File: src/hw/rtl/wpc_pkg.sv
`timescale 1ns / 1ps
package wpc_pkg;
	localparam int unsigned WS_RESET = 5;
	localparam logic [1:0] ST_OK = 2'd0;
	localparam logic [1:0] ST_LOW = 2'd1;
	localparam logic [1:0] ST_OFF = 2'd2;
	localparam logic [0:0] REQ_WRITE = 1'b0;
	localparam logic [0:0] REQ_QUERY = 1'b1;

	typedef struct packed {
		logic [0:0]  req_type;
		logic [6:0]  pos_x;
		logic [6:0]  pos_y;
		logic signed [15:0] pixel_value;
	} in_item_t;

	typedef struct packed {
		logic [14:0] centroid_x;
		logic [14:0] centroid_y;
		logic signed [23:0] total_intensity;
		logic [6:0]  peak_x;
		logic [6:0]  peak_y;
		logic [1:0]  status;
	} out_item_t;

	// controller -> datapath
	typedef struct packed {
		logic load;       // latch query, set up first window
		logic scan1;      // issue read of current pixel, first pass
		logic scan2;      // same, second pass
		logic acc1;       // consume read data, peak/min
		logic acc2;       // consume read data, moments
		logic adv;        // step window counters
		logic start2;     // set up second window
		logic div_start;  // start both divisions
		logic finish;     // form result
	} cmd_t;

	typedef struct packed {
		logic off1;
		logic off2;
		logic last;       // current position is the last of the window
		logic div_done;
		logic ok_sum;
	} sts_t;
endpackage

File: src/hw/rtl/wpc_ctrl.sv
`timescale 1ns / 1ps
module wpc_ctrl (
	input  logic          clk,
	input  logic          arst_n,
	input  logic          in_valid,
	input  logic          in_query,
	output logic          in_ready,
	output logic          out_valid,
	input  logic          out_ready,
	input  wpc_pkg::sts_t sts,
	output wpc_pkg::cmd_t cmd
);
	localparam logic [3:0] S_IDLE = 4'd0;
	localparam logic [3:0] S_CHK1 = 4'd1;
	localparam logic [3:0] S_RD1  = 4'd2;
	localparam logic [3:0] S_AC1  = 4'd3;
	localparam logic [3:0] S_CHK2 = 4'd4;
	localparam logic [3:0] S_RD2  = 4'd5;
	localparam logic [3:0] S_AC2  = 4'd6;
	localparam logic [3:0] S_DIV  = 4'd7;
	localparam logic [3:0] S_WAIT = 4'd8;
	localparam logic [3:0] S_FIN  = 4'd9;
	localparam logic [3:0] S_OUT  = 4'd10;

	logic [3:0] state_q, state_d;
	logic last_q;

	assign in_ready = (state_q == S_IDLE);
	assign out_valid = (state_q == S_OUT);

	always_comb begin
		state_d = state_q;
		cmd = '0;
		case (state_q)
			S_IDLE: begin
				if (in_valid && in_query) begin
					cmd.load = 1'b1;
					state_d = S_CHK1;
				end
			end
			S_CHK1: state_d = sts.off1 ? S_FIN : S_RD1;
			S_RD1: begin
				cmd.scan1 = 1'b1;
				cmd.adv = 1'b1;
				state_d = S_AC1;
			end
			S_AC1: begin
				cmd.acc1 = 1'b1;
				state_d = last_q ? S_CHK2 : S_RD1;
			end
			S_CHK2: begin
				cmd.start2 = 1'b1;
				state_d = sts.off2 ? S_FIN : S_RD2;
			end
			S_RD2: begin
				cmd.scan2 = 1'b1;
				cmd.adv = 1'b1;
				state_d = S_AC2;
			end
			S_AC2: begin
				cmd.acc2 = 1'b1;
				state_d = last_q ? S_DIV : S_RD2;
			end
			S_DIV: begin
				cmd.div_start = 1'b1;
				state_d = S_WAIT;
			end
			S_WAIT: if (sts.div_done) state_d = S_FIN;
			S_FIN: begin
				cmd.finish = 1'b1;
				state_d = S_OUT;
			end
			S_OUT: if (out_ready) state_d = S_IDLE;
			default: state_d = S_IDLE;
		endcase
	end

	always_ff @(posedge clk or negedge arst_n) begin
		if (!arst_n) begin
			state_q <= S_IDLE;
			last_q <= 1'b0;
		end else begin
			state_q <= state_d;
			if (cmd.scan1 || cmd.scan2) last_q <= sts.last;
		end
	end
endmodule

File: config.mk
export PLATFORM = sky130hd
export DESIGN_NAME = wpc_ctrl
export DESIGN_NICKNAME = d
export VERILOG_FILES = /design/src/hw/rtl/wpc_pkg.sv /design/src/hw/rtl/wpc_ctrl.sv
export SDC_FILE = /design/constraint.sdc
export NUM_CORES = 1
export LEC_CHECK = 0
export BUFFER_PORTS_ARGS = -buffer_cell sky130_fd_sc_hd__clkbuf_2
export CAP_MARGIN = 30
export CORE_UTILIZATION = 32
export DETAILED_ROUTE_END_ITERATION = 8
export SYNTH_ARGS = -nofsm -noshare
export SYNTH_HDL_FRONTEND = slang
export SYNTH_SLANG_ARGS = --single-unit
export TNS_END_PERCENT = 5
File: constraint.sdc
create_clock -name clk -period 3.5 [get_ports clk]
set_clock_uncertainty 0.05 [all_clocks]
set_input_delay 0.525 -clock clk [delete_from_list [all_inputs] [get_ports clk]]
set_output_delay 0.525 -clock clk [all_outputs]
set_load 0.1 [all_outputs]
==> run summary <==
Finish-stage setup viols: 0
Die area: 1580 um^2
Core Rows: 13
Hold WC Path Type: input port to asynchronous set/reset pin
Grt ovf: 0
#FFs+latches synth: 5
Pre-CTS setup slack: 1190 ps
Data arrival, critical path: 1990 ps
Post-Synth Adder-Cell Area: 0%
Async S/R FF share, synth: 100%
Leading area contributor after synthesis: dfrtp_1
H-Tree Depth: 1
Largest family of logic cells by synthesized area: simple AND/OR/NAND/NOR gates
Post-route setup slack: 931 ps
Post-Synth Simple-Gate Area: 44.1%
Post-synthesis xor/xnor area fraction: 0%
Cts bufs inserted: 3
Most common cell after layout, fill and taps aside: clkbuf_2
Startpoint types: flop
Main synth FF type: dfrtp_1
Clock sinks: 5
Distinct cells, synth: 31
Min cycle time layout: 2570 ps
Fmax: 0.389 GHz
Crit-path slowest cell: dfrtp_1
Pre-antenna DRT Iters: 3
Top post-synthesis cells by area: dfrtp_1, nand2b_1, buf_6
Setup bufs post-CTS: 0
Crit. End Element: primary output
Fill count: 142
Area grow syn2layout: 23.6%
Mapped Cells: 56
Hold_buf cts: 0
Least-Margin Pin Slew: 543 ps
Worst path required time: 2920 ps
Post-synth EDFFs: 0
GRT Total Usage: 13.7%
Type of the worst setup path: flop to primary output
Worst flop-to-flop path startpoint: state_q[1]$_DFFE_PN0P_
Mux cell area share after synthesis: 4.93%
Worst skew pair latency: 240 ps
Crit-path max cell delay: 670 ps
ANT nets after route: 0
CTS tree: done
Synth Net Count: 66
Die Width: 39.8 um
I/O Pins: 21
Compound-Gate Fraction of Synth Area: 14.2%
Critical path, cell by cell: or3b_1, a21oi_2, clkbuf_2
Share of the synthesized area in the top cell type: 27.4%
Initial Util: 34.7%
Max-slew violation count: 0
Max FO, Critical Path: 19
Final hold vios: 0
Post-DP HPWL: 687 um
Sequential fraction of the synthesis area: 27.4%
Final worst path period share: 73.4%
Drt drc: 0
CTS resizes: 0
Max clock buf depth: 2
Drt via density: 5.08
Clk pin slew, worst setup/hold paths: 50 ps
Root buffer cell: clkbuf_4
Final nets: 84
Initial DRC count: 7
Flop2flop setup slack: 1720 ps
Vias: 447
Reg2reg end: last_q$_DFFE_PN0P_
Die height: 39.8 um
Reg2reg path depth: 3
Synth warnings: 0
Final wirelength: 984 um
Global-route wire length before repair: 1460 um
Max Cap Viol: 0
Post-Place Cells: 84
Pin count of the biggest net entering global routing: 20
Core Region: 1320 um^2
Layout cells sized above 1: 34.2%
Non-filler cells in the finished layout: 88
RSZ-0062 raised after global routing: false
Gpl congestion: 0.703
Mapped Area: 457 um^2
DR WL/cell: 11.2 um
# diodes: 0
Rel. slew slack: 64.0%
Syn avg cell area: 8.16 um^2
Status: finished clean
I/O Buffers: 19
Most frequent cells in the layout: clkbuf_2, nor2_1, dfrtp_1
Initial antenna violation count: 0
Vias in the first global route: 358
[per-stage QoR]
stage	setup TNS, ps	hold WS, ps	cell area, um^2	utilization [%]
after floorplan	-998	179	462	-
after global placement	0	297	537	40.7
after detailed placement	0	297	537	40.7
after CTS	0	31.6	564	42.8
after global routing	0	38.1	564	42.8
final	0	40.7	564	42.8
[cells in the mapped netlist (2+ instances only)]
master and instances:
buf_6 2, nand3b_1 2, and3b_1 2, clkbuf_1 3
nor2_1 6, dfrtp_1 5, a21oi_1 2, nor3_1 2
nand2b_1 4, nor4bb_1 2, mux2_1 2, nand2_1 3
o21ai_0 2, or3_1 2
[area by class of cell]
type,instances,area (um^2),area share (%)
clock inverters,1,5.00,0.887
clock buffers,3,22.5,3.99
multi-input cells,44,294,52.1
inverters,1,3.75,0.665
flip-flops and latches,5,125,22.2
well taps,15,18.8,3.33
repair buffers,19,95.1,16.9
[kinds of logic after synthesis]
family,count (synthesis)
AND/OR/NAND/NOR,32
buffers and inverters,7
multiplexers,2
AO/OA/AOI/OAI,10
flip-flops,5
[worst max-delay path, delay by kind of cell (launching register included)]
| family | cells | cell delay, ps |
|---|---|---|
| flops | 1 | 670 |
| buf+inv | 1 | 480 |
| simple gates | 1 | 410 |
| compound gates | 1 | 180 |
[how the worst max path moves through the flow]
stage / slack, ps / end / start
after CTS: 920 / cmd[3] / state_q[1]$_DFFE_PN0P_
final: 930 / cmd[3] / state_q[1]$_DFFE_PN0P_
after floorplan: -560 / cmd[0] / state_q[3]$_DFFE_PN0P_
after global routing: 790 / cmd[3] / state_q[1]$_DFFE_PN0P_
after detailed placement: 1190 / cmd[3] / state_q[1]$_DFFE_PN0P_
after global placement: 1200 / cmd[3] / state_q[1]$_DFFE_PN0P_
[layer usage]
| layer | up-vias | track usage (%) | routed length, um |
|---|---|---|---|
| met4 | 0 | 5.17 | 0 |
| met3 | 0 | 3.41 | 31 |
| li1 | 235 | - | - |
| met5 | - | 0 | 0 |
| met1 | 199 | 17.9 | 517 |
| met2 | 13 | 21.3 | 434 |
[sequential cells by signal (all words and copies together) (netlist names)]
name	count
last_q	1
state_q	4
Power is not shown: default switching activity piles up to over one toggle a cycle in this logic, so the estimate is an artifact.
